## src/hw/rtl/sshm_pkg.sv

```systemverilog
// Shared types and constants for the sensor stamp health monitor.
package sshm_pkg;

  localparam int CFG_INDEX_W = 3;
  localparam int CFG_DATA_W  = 48;

  localparam logic [CFG_INDEX_W-1:0] CFG_DROPOUT_GAP = 3'd0;
  localparam logic [CFG_INDEX_W-1:0] CFG_FAILED_GAP  = 3'd1;
  localparam logic [CFG_INDEX_W-1:0] CFG_BAND_ENABLE = 3'd2;
  localparam logic [CFG_INDEX_W-1:0] CFG_RATE_LOW    = 3'd3;
  localparam logic [CFG_INDEX_W-1:0] CFG_RATE_HIGH   = 3'd4;
  localparam logic [CFG_INDEX_W-1:0] CFG_SOURCE      = 3'd5;
  localparam logic [CFG_INDEX_W-1:0] CFG_SKEW_LIMIT  = 3'd6;

  localparam logic [2:0] FB_SYNC = 3'd0;
  localparam logic [2:0] FB_STEP = 3'd1;
  localparam logic [2:0] FB_SKEW = 3'd2;
  localparam logic [2:0] FB_DROP = 3'd3;
  localparam logic [2:0] FB_LOW  = 3'd4;
  localparam logic [2:0] FB_HIGH = 3'd5;

  localparam logic [2:0] SRC_SOFTWARE = 3'd0;
  localparam logic [2:0] SRC_ARRIVAL  = 3'd1;

  localparam logic [1:0] LVL_NOMINAL  = 2'd0;
  localparam logic [1:0] LVL_DEGRADED = 2'd1;
  localparam logic [1:0] LVL_FAILED   = 2'd2;

  // 1e9 ns per second in Q48.16
  localparam logic [63:0] RATE_NUM = 64'd65536000000000;

  localparam int DIV_STEPS = 32;
  localparam int D10_STEPS = 5;

  typedef struct packed {
    logic [62:0]        stamp_ns;
    logic [2:0]         stamp_source;
    logic signed [31:0] skew_q8;
    logic               skew_valid;
  } in_word_t;

  typedef struct packed {
    logic [62:0] stamp_out;
    logic        clamped;
    logic [5:0]  fault_bits;
    logic [5:0]  new_faults;
    logic [2:0]  dominant_fault;
    logic [1:0]  health_level;
    logic [62:0] level_since_ns;
    logic [31:0] rate_estimate;
  } out_word_t;

  typedef struct packed {
    logic load;
    logic div_init;
    logic div_step;
    logic d10_init;
    logic d10_step;
    logic commit;
  } cmd_t;

  typedef struct packed {
    logic need_div;
    logic rate_zero;
  } stat_t;

endpackage

```

## src/hw/rtl/sshm_ctrl.sv

```systemverilog
// Sequencing state machine for the sensor stamp health monitor.
module sshm_ctrl (
  input  logic           clk,
  input  logic           rst,
  input  logic           in_valid,
  output logic           in_stall,
  output logic           out_valid,
  input  logic           out_stall,
  input  sshm_pkg::stat_t stat,
  output sshm_pkg::cmd_t  cmd
);
  import sshm_pkg::*;

  typedef enum logic [2:0] {S_IDLE, S_PREP, S_DIV, S_MIX, S_D10, S_FIN} state_t;

  state_t     state;
  logic [4:0] cnt;

  assign in_stall = (state != S_IDLE);

  always_comb begin
    cmd.load     = (state == S_IDLE) && in_valid;
    cmd.div_init = (state == S_PREP) && stat.need_div;
    cmd.div_step = (state == S_DIV);
    cmd.d10_init = (state == S_MIX) && !stat.rate_zero;
    cmd.d10_step = (state == S_D10);
    cmd.commit   = (state == S_FIN) && (!out_valid || !out_stall);
  end

  always_ff @(posedge clk) begin
    if (rst) begin
      state     <= S_IDLE;
      cnt       <= '0;
      out_valid <= 1'b0;
    end else begin
      if (cmd.commit) begin
        out_valid <= 1'b1;
      end else if (out_valid && !out_stall) begin
        out_valid <= 1'b0;
      end
      unique case (state)
        S_IDLE: begin
          if (in_valid) begin
            state <= S_PREP;
          end
        end
        S_PREP: begin
          cnt <= '0;
          state <= stat.need_div ? S_DIV : S_FIN;
        end
        S_DIV: begin
          cnt <= cnt + 5'd1;
          if (cnt == 5'(DIV_STEPS - 1)) begin
            state <= S_MIX;
          end
        end
        S_MIX: begin
          cnt <= '0;
          state <= stat.rate_zero ? S_FIN : S_D10;
        end
        S_D10: begin
          cnt <= cnt + 5'd1;
          if (cnt == 5'(D10_STEPS - 1)) begin
            state <= S_FIN;
          end
        end
        S_FIN: begin
          if (cmd.commit) begin
            state <= S_IDLE;
          end
        end
        default: state <= S_IDLE;
      endcase
    end
  end

  a_accept_prep: assert property (@(posedge clk) disable iff (rst)
    (in_valid && !in_stall) |=> (state == S_PREP))
    else $error("accepted word did not start preparation");

  a_div_needed: assert property (@(posedge clk) disable iff (rst)
    (state == S_DIV) |-> stat.need_div)
    else $error("divider running without a gap");

  a_d10_rate: assert property (@(posedge clk) disable iff (rst)
    (state == S_D10) |-> !stat.rate_zero)
    else $error("smoothing step with zero rate");

  a_commit_out: assert property (@(posedge clk) disable iff (rst)
    cmd.commit |=> out_valid)
    else $error("committed word not presented");

endmodule

```

## src/hw/rtl/sshm_datapath.sv

```systemverilog
// Datapath of the sensor stamp health monitor: stamps, rate divider, fault logic.
module sshm_datapath (
  input  logic                             clk,
  input  logic                             rst,
  input  logic                             cfg_write,
  input  logic [sshm_pkg::CFG_INDEX_W-1:0] cfg_index,
  input  logic [sshm_pkg::CFG_DATA_W-1:0]  cfg_data,
  input  sshm_pkg::in_word_t               in_word,
  input  sshm_pkg::cmd_t                   cmd,
  output sshm_pkg::stat_t                  stat,
  output sshm_pkg::out_word_t              out_word
);
  import sshm_pkg::*;

  typedef struct packed {
    logic [5:0] f;
    logic       lg;
    logic [1:0] lvl;
    logic       moved;
  } hstate_t;

  function automatic logic [1:0] level_of(logic [5:0] f, logic lg);
    if (f == 6'd0) begin
      level_of = LVL_NOMINAL;
    end else if (f[FB_DROP] && lg) begin
      level_of = LVL_FAILED;
    end else begin
      level_of = LVL_DEGRADED;
    end
  endfunction

  function automatic hstate_t set_bit(hstate_t s, logic [2:0] idx, logic val);
    hstate_t    r;
    logic [1:0] l;
    r = s;
    if (s.f[idx] != val) begin
      r.f[idx] = val;
      l = level_of(r.f, r.lg);
      if (l != r.lvl) begin
        r.moved = 1'b1;
      end
      r.lvl = l;
    end
    return r;
  endfunction

  function automatic logic [11:0] div10_byte(logic [3:0] r_in, logic [7:0] b);
    logic [4:0] rr;
    logic [3:0] r;
    logic [7:0] q;
    r = r_in;
    q = '0;
    for (int k = 7; k >= 0; k--) begin
      rr = {r, b[k]};
      if (rr >= 5'd10) begin
        rr   = rr - 5'd10;
        q[k] = 1'b1;
      end
      r = rr[3:0];
    end
    return {q, r};
  endfunction

  logic [47:0] dropout_gap;
  logic [47:0] failed_gap;
  logic        band_en;
  logic [31:0] rate_low;
  logic [31:0] rate_high;
  logic [2:0]  cfg_source;
  logic [30:0] skew_limit;

  logic [62:0] last_stamp;
  logic        have_prev;
  logic [31:0] rate_value;
  logic [5:0]  active_faults;
  logic        long_gap;
  logic [1:0]  level;
  logic [62:0] level_start;

  logic [62:0] t_stamp;
  logic        clamped_r;
  logic [62:0] gap;
  logic [2:0]  src;
  logic        skew_valid_r;
  logic        skew_over;

  logic [63:0] rem;
  logic [31:0] num_lo;
  logic [31:0] quo;
  logic        sat;

  logic [39:0] x10;
  logic [3:0]  r10;
  logic [31:0] q10;

  out_word_t   out_r;

  logic        clamp_c;
  logic [32:0] skew_mag;
  logic [63:0] numer;
  logic [63:0] trial;
  logic        trial_ge;
  logic [11:0] d10_c;
  logic [36:0] mix_sum;
  logic [31:0] inst;
  logic [31:0] rate_new;
  hstate_t     chain;
  logic [2:0]  dom;

  assign stat.need_div  = have_prev && (gap != '0);
  assign stat.rate_zero = (rate_value == '0);
  assign out_word       = out_r;

  assign clamp_c  = in_word.stamp_ns < last_stamp;
  assign skew_mag = in_word.skew_q8[31] ? (33'h1_0000_0000 - {1'b0, in_word.skew_q8})
                                        : {1'b0, in_word.skew_q8};
  assign numer    = RATE_NUM + {1'b0, gap[62:1]};
  assign trial    = {rem[62:0], num_lo[31]};
  assign trial_ge = trial >= {1'b0, gap};
  assign d10_c    = div10_byte(r10, x10[39:32]);
  assign mix_sum  = {2'b0, rate_value, 3'b0} + {5'b0, rate_value} + {5'b0, inst} + 37'd5;
  assign inst     = sat ? '1 : quo;

  always_comb begin
    if (!stat.need_div) begin
      rate_new = rate_value;
    end else if (stat.rate_zero) begin
      rate_new = inst;
    end else begin
      rate_new = q10;
    end
  end

  always_comb begin
    chain.f     = active_faults;
    chain.lg    = long_gap;
    chain.lvl   = level;
    chain.moved = 1'b0;
    chain = set_bit(chain, FB_STEP, clamped_r);
    if (have_prev) begin
      if (gap > {15'd0, dropout_gap}) begin
        chain.lg = gap > {15'd0, failed_gap};
        chain = set_bit(chain, FB_DROP, 1'b1);
      end else begin
        chain.lg = 1'b0;
        chain = set_bit(chain, FB_DROP, 1'b0);
      end
      if (band_en && (rate_new != '0)) begin
        if (rate_new < rate_low) begin
          chain = set_bit(chain, FB_HIGH, 1'b0);
          chain = set_bit(chain, FB_LOW, 1'b1);
        end else if (rate_new > rate_high) begin
          chain = set_bit(chain, FB_LOW, 1'b0);
          chain = set_bit(chain, FB_HIGH, 1'b1);
        end else begin
          chain = set_bit(chain, FB_LOW, 1'b0);
          chain = set_bit(chain, FB_HIGH, 1'b0);
        end
      end
    end
    if ((src == SRC_SOFTWARE) && (cfg_source != SRC_SOFTWARE) &&
        (cfg_source != SRC_ARRIVAL)) begin
      chain = set_bit(chain, FB_SYNC, 1'b1);
    end else if (src == cfg_source) begin
      chain = set_bit(chain, FB_SYNC, 1'b0);
    end
    if (skew_valid_r) begin
      chain = set_bit(chain, FB_SKEW, skew_over);
    end
    if (level_of(chain.f, chain.lg) != chain.lvl) begin
      chain.moved = 1'b1;
    end
    chain.lvl = level_of(chain.f, chain.lg);
  end

  always_comb begin
    dom = 3'd0;
    for (int i = 5; i >= 0; i--) begin
      if (chain.f[i]) begin
        dom = 3'(i + 1);
      end
    end
  end

  always_ff @(posedge clk) begin
    if (rst) begin
      dropout_gap <= 48'd100000000;
      failed_gap  <= 48'd1000000000;
      band_en     <= 1'b0;
      rate_low    <= '0;
      rate_high   <= '1;
      cfg_source  <= SRC_ARRIVAL;
      skew_limit  <= 31'd25600;
    end else if (cfg_write) begin
      unique case (cfg_index)
        CFG_DROPOUT_GAP: dropout_gap <= cfg_data;
        CFG_FAILED_GAP:  failed_gap  <= cfg_data;
        CFG_BAND_ENABLE: band_en     <= cfg_data[0];
        CFG_RATE_LOW:    rate_low    <= cfg_data[31:0];
        CFG_RATE_HIGH:   rate_high   <= cfg_data[31:0];
        CFG_SOURCE:      cfg_source  <= cfg_data[2:0];
        CFG_SKEW_LIMIT:  skew_limit  <= cfg_data[30:0];
        default: ;
      endcase
    end
  end

  always_ff @(posedge clk) begin
    if (rst) begin
      last_stamp    <= '0;
      have_prev     <= 1'b0;
      rate_value    <= '0;
      active_faults <= '0;
      long_gap      <= 1'b0;
      level         <= LVL_NOMINAL;
      level_start   <= '0;
    end else begin
      if (cmd.load && !clamp_c) begin
        last_stamp <= in_word.stamp_ns;
      end
      if (cmd.commit) begin
        have_prev     <= 1'b1;
        rate_value    <= rate_new;
        active_faults <= chain.f;
        long_gap      <= chain.lg;
        level         <= chain.lvl;
        if (chain.moved) begin
          level_start <= t_stamp;
        end
      end
    end
  end

  always_ff @(posedge clk) begin
    if (cmd.load) begin
      t_stamp      <= clamp_c ? last_stamp : in_word.stamp_ns;
      clamped_r    <= clamp_c;
      gap          <= clamp_c ? '0 : (in_word.stamp_ns - last_stamp);
      src          <= in_word.stamp_source;
      skew_valid_r <= in_word.skew_valid;
      skew_over    <= skew_mag > {2'b0, skew_limit};
    end
    if (cmd.div_init) begin
      rem    <= {32'd0, numer[63:32]};
      num_lo <= numer[31:0];
      quo    <= '0;
      sat    <= {31'd0, numer[63:32]} >= gap;
    end else if (cmd.div_step) begin
      rem    <= trial_ge ? (trial - {1'b0, gap}) : trial;
      num_lo <= {num_lo[30:0], 1'b0};
      quo    <= {quo[30:0], trial_ge};
    end
    if (cmd.d10_init) begin
      x10 <= {3'd0, mix_sum};
      r10 <= '0;
      q10 <= '0;
    end else if (cmd.d10_step) begin
      x10 <= {x10[31:0], 8'd0};
      r10 <= d10_c[3:0];
      q10 <= {q10[23:0], d10_c[11:4]};
    end
    if (cmd.commit) begin
      out_r.stamp_out      <= t_stamp;
      out_r.clamped        <= clamped_r;
      out_r.fault_bits     <= chain.f;
      out_r.new_faults     <= chain.f & ~active_faults;
      out_r.dominant_fault <= dom;
      out_r.health_level   <= chain.lvl;
      out_r.level_since_ns <= chain.moved ? t_stamp : level_start;
      out_r.rate_estimate  <= rate_new;
    end
  end

  a_stamp_monotone: assert property (@(posedge clk) disable iff (rst)
    !$past(rst) |-> (last_stamp >= $past(last_stamp)))
    else $error("last stamp went backward");

  a_failed_dropout: assert property (@(posedge clk) disable iff (rst)
    (level == LVL_FAILED) |-> (active_faults[FB_DROP] && long_gap))
    else $error("failed level without long dropout");

endmodule

```

## src/hw/rtl/sensor_stamp_health_monitor.sv

```systemverilog
// Top level of the sensor stamp health monitor.
//
//   channel | signals                         | direction
//   --------+---------------------------------+----------
//   in      | in_valid, in_stall, in_word     | stamp word in
//   out     | out_valid, out_stall, out_word  | health word out
//   cfg     | cfg_write, cfg_index, cfg_data  | register write
//
// A word with a nonzero gap after the first runs the rate divider for 32 quotient
// bits, one bit per cycle, and then the divide-by-ten smoothing step, which is
// skipped when the stored rate is zero. The first word and a zero gap skip both.
// A new word is accepted only once the previous one is done. Reset is synchronous;
// the output register holds a finished word under out_stall while the next is accepted.
module sensor_stamp_health_monitor (
  input  logic                             clk,
  input  logic                             rst,
  input  logic                             in_valid,
  output logic                             in_stall,
  input  sshm_pkg::in_word_t               in_word,
  output logic                             out_valid,
  input  logic                             out_stall,
  output sshm_pkg::out_word_t              out_word,
  input  logic                             cfg_write,
  input  logic [sshm_pkg::CFG_INDEX_W-1:0] cfg_index,
  input  logic [sshm_pkg::CFG_DATA_W-1:0]  cfg_data
);
  import sshm_pkg::*;

  cmd_t  cmd;
  stat_t stat;

  sshm_ctrl u_ctrl (
    .clk       (clk),
    .rst       (rst),
    .in_valid  (in_valid),
    .in_stall  (in_stall),
    .out_valid (out_valid),
    .out_stall (out_stall),
    .stat      (stat),
    .cmd       (cmd)
  );

  sshm_datapath u_datapath (
    .clk       (clk),
    .rst       (rst),
    .cfg_write (cfg_write),
    .cfg_index (cfg_index),
    .cfg_data  (cfg_data),
    .in_word   (in_word),
    .cmd       (cmd),
    .stat      (stat),
    .out_word  (out_word)
  );

endmodule

```

## config.mk

```make
export PLATFORM = sky130hd
export DESIGN_NAME = sensor_stamp_health_monitor
export DESIGN_NICKNAME = d
export VERILOG_FILES = /design/src/hw/rtl/sshm_pkg.sv /design/src/hw/rtl/sshm_ctrl.sv /design/src/hw/rtl/sshm_datapath.sv /design/src/hw/rtl/sensor_stamp_health_monitor.sv
export SDC_FILE = /design/constraint.sdc
export NUM_CORES = 2
export LEC_CHECK = 0
export BUFFER_PORTS_ARGS = -buffer_cell sky130_fd_sc_hd__buf_4
export CORE_MARGIN = 3
export CORE_UTILIZATION = 43
export DETAILED_ROUTE_END_ITERATION = 8
export GPL_ROUTABILITY_DRIVEN = 0
export SLEW_MARGIN = 15
export SYNTH_ARGS = -nofsm -noshare
export SYNTH_HDL_FRONTEND = slang
export SYNTH_SLANG_ARGS = --single-unit
```

## constraint.sdc

```tcl
create_clock -name clk -period 10.4 [get_ports clk]
set_clock_uncertainty 0.15 [all_clocks]
set_input_delay 1.04 -clock clk [delete_from_list [all_inputs] [get_ports clk]]
set_output_delay 1.04 -clock clk [all_outputs]
set_load 0.05 [all_outputs]
```

==> impl_metrics.json <==
{
  "fin_area_um2": 59500,
  "vias": 43500,
  "cp_common_cell": "ha_1",
  "antenna_found_initial": 14,
  "crit_type": "reg -> reg",
  "syn-cell-area_um2": 52200,
  "status": "completed",
  "r2r_slack_ns": 0.87,
  "vias_per_cell": 5.53,
  "fp.dieH_um": 354,
  "worst_slew_pin_slew_ns": 1.17,
  "required_ns": 10.90,
  "cts_tree": "yes",
  "hp-start": "u_datapath.skew_limit[26]",
  "rsz0062_at_grt": "no",
  "p_seq_share_pct": 30.8,
  "path_clk_slew_ns": 0.07,
  "wl_mm": 156,
  "die_w_um": 354,
  "route.detailed.drc": 0,
  "hpwl_mm": 115,
  "grt_usage_pct": 24.0,
  "avgSynthCellArea_um2": 8.79,
  "slew_headroom_pct": 21.6,
  "cpPeakStageDelay_ns": 0.48,
  "die_area_um2": 126000,
  "combPwrFrac_pct": 46.7,
  "port_buffers": 332,
  "grt_pass1_wl_mm": 239,
  "ant_nets": 0,
  "hp-class": "reg -> reg",
  "synthesis.nets": 6554,
  "drive_gt1_share_pct": 10.6,
  "synthArstFlopShare_pct": 0,
  "synth-edff-count": 410,
  "row_count": 127,
  "place_area_um2": 56100,
  "fin_crit_sh_pct": 91.6,
  "syn_to_final_growth_pct": 14.1,
  "syn_inst": 5939,
  "core_um2": 120000,
  "worst_ir_drop_vdd_mv": 0.474,
  "power.switching_uw": 6540,
  "maxCapViolations": 0,
  "switching_share_pct": 41.2,
  "r2r_start": "u_datapath.r10[1]",
  "finalWorstPathRequiredPeriod_ns": 9.53,
  "cts_buffers": 98,
  "p_int_uw": 9320,
  "grt_max_degree": 126,
  "root_buffer": "clkbuf_16",
  "fin_tns_setup_ns": 0,
  "htree_levels": 3,
  "clk_path_buf_depth": 3,
  "slowest_stage": "dfxtp_1",
  "firstDrtPassIters": 5,
  "cp-end-kind": "flip-flop",
  "critPathLaunch": "u_datapath.r10[1]",
  "critPathMaxFanout": 9,
  "grt_pass1_vias": 41100,
  "nets": 6777,
  "drtIter0Drc": 3603,
  "p_leak_uw": 0.0249,
  "hold_buffers": 0,
  "yosysUniqueCellTypes": 98,
  "p_per_area_nw_per_um2": 266,
  "setup_viol_count_final": 0,
  "slew_viol_final": 0,
  "startpoint_type": "flip-flop",
  "synth_seq_area_share_pct": 41.8,
  "synth_flop_cell": "dfxtp_1",
  "clkLatencyLatePin_ns": 0.75,
  "initial_core_util_pct": 43.5,
  "hold_path_depth": 2,
  "report.final.hold_viol_count": 0,
  "worst-r2r-cell-count": 44,
  "power_frac_clock_pct": 22.6,
  "ys_seq_elements": 884,
  "fmax_mhz": 105,
  "avgRoutedWirePerCell_um": 19.8,
  "yosysWarnings": 0,
  "worstPathArrival_ns": 10.03,
  "gr-total-overflow": 0,
  "clock-sinks": 884,
  "io_pins": 333,
  "mostFrequentLayoutCells": "989 x nand2_1, 474 x dfxtp_1, 456 x ha_1",
  "r2r-end": "u_datapath.r10[2]",
  "hold_end": "u_datapath.skew_limit[26]",
  "final_common_cell": "nand2_1"
}
==> synth_stat cells (all sizes together), types with 9 or more instances <==
master	count	area share [%]
o21bai	27	0.39
buf	48	0.46
or4	16	0.24
inv	461	3.3
nor2b	45	0.54
and4	9	0.15
o31a	11	0.18
or3	20	0.24
o31ai	26	0.39
nand2	994	7.1
dfxtp	474	18
o21a	35	0.50
and3	33	0.40
o41ai	12	0.22
nor4	47	0.56
a21boi	13	0.19
a221oi	10	0.20
xnor2	162	2.7
nand3	116	1.1
o211ai	56	0.83
o21ai	439	4.2
a2111oi	9	0.16
a31oi	38	0.47
nand2b	49	0.59
a22oi	16	0.26
nand4	68	0.81
mux2i	148	2.9
mux2	72	1.6
nor3	75	0.72
clkbuf	200	1.4
nor2	458	3.3
xor2	56	0.94
or2	24	0.29
ha	456	11
a211oi	40	0.60
edfxtp	410	24
and2	20	0.24
a21o	172	2.5
a21oi	445	4.3
==> how the worst max path moves through the flow <==
| stage | cells past startpoint | slack [ns] | endpoint |
|---|---|---|---|
| global placement | 44 | 1.09 | u_datapath.r10[2] |
| detailed placement | 44 | 0.73 | u_datapath.r10[2] |
| finish | 44 | 0.87 | u_datapath.r10[2] |
| CTS | 44 | 0.67 | u_datapath.r10[2] |
| global route | 44 | 0.11 | u_datapath.r10[2] |
| floorplan | 45 | 1.87 | u_datapath.r10[2] |
==> logic make-up (layout without fill, tap and decap cells) <==
kind of cell    Yosys count  in the layout  synth area share, %
simple gates           1997           1997                 16.7
compound gates         1450           1450                 17.1
flops                   884            884                 41.8
xor+xnor                218            218                 3.66
fa+ha+maj               460            460                 11.1
buf+inv                 710           1018                 5.22
mux                     220            220                 4.42
other cells               0             10                    0
==> per-stage QoR <==
step	instances	setup slack, ns	utilization [%]	hold WS [ns]	total power [uW]
floorplan	5939	1.87	-	0.268	10400
global placement	7673	1.09	46.7	0.288	12100
detailed placement	7673	0.733	46.7	0.294	12200
CTS	7858	0.669	49.5	0.304	15800
global route	7861	0.109	49.5	0.320	16900
finish	7869	0.868	49.6	0.303	15900
==> cell type report <==
type / instances / area [um2]
fillers: 11500 / 60600
multi-input cells: 4345 / 27800
flip-flops and latches: 884 / 21800
clock buffers: 138 / 2840
repair buffers: 371 / 2820
well taps: 1612 / 2020
inverters: 462 / 1750
clock inverters: 47 / 478
diodes: 10 / 25.0
==> layer usage <==
| metal | track usage, % | vias up | wire length, um |
|---|---|---|---|
| met1 | 32.3 | 20700 | 69300 |
| met3 | 4.30 | 246 | 9910 |
| met2 | 39.0 | 1269 | 71500 |
| li1 | - | 21300 | - |
| met4 | 7.79 | 4 | 5010 |
| met5 | 0 | - | 34 |
==> sequential cells by signal, indices dropped and copies added, names as in the netlist, 40 cells and up <==
signal,cells
u_datapath.out_word,176
u_datapath.gap,63
u_datapath.last_stamp,63
u_datapath.level_start,63
u_datapath.rem,63
u_datapath.t_stamp,63
u_datapath.dropout_gap,48
u_datapath.failed_gap,48
u_datapath.x10,40
==> power groups by stage <==
| stage | Sequential (uW) | Clock (uW) | Combinational (uW) |
|---|---|---|---|
| finish | 4880 | 3580 | 7400 |
| global route | 4930 | 3780 | 8170 |
| detailed placement | 4930 | 0 | 7260 |
| global placement | 4930 | 0 | 7160 |
| CTS | 4870 | 3650 | 7310 |
| floorplan | 5030 | 0 | 5390 |
==> critical path, delay by kind of cell, from the launching register on <==
kind | cells | cell delay, ns
AO/OA/AOI/OAI | 20 | 4.00
XOR/XNOR | 2 | 0.38
adder cells (fa/ha/maj) | 8 | 2.16
buffers and inverters | 4 | 0.38
flip-flops | 1 | 0.48
AND/OR/NAND/NOR | 10 | 1.88
==> what timing repair did <==
item                       in CTS  in global routing
gates resized for setup         0                  3
setup endpoints to repair       0                  4
setup buffers                   0                  0
Power figures use the tool's default switching activity.
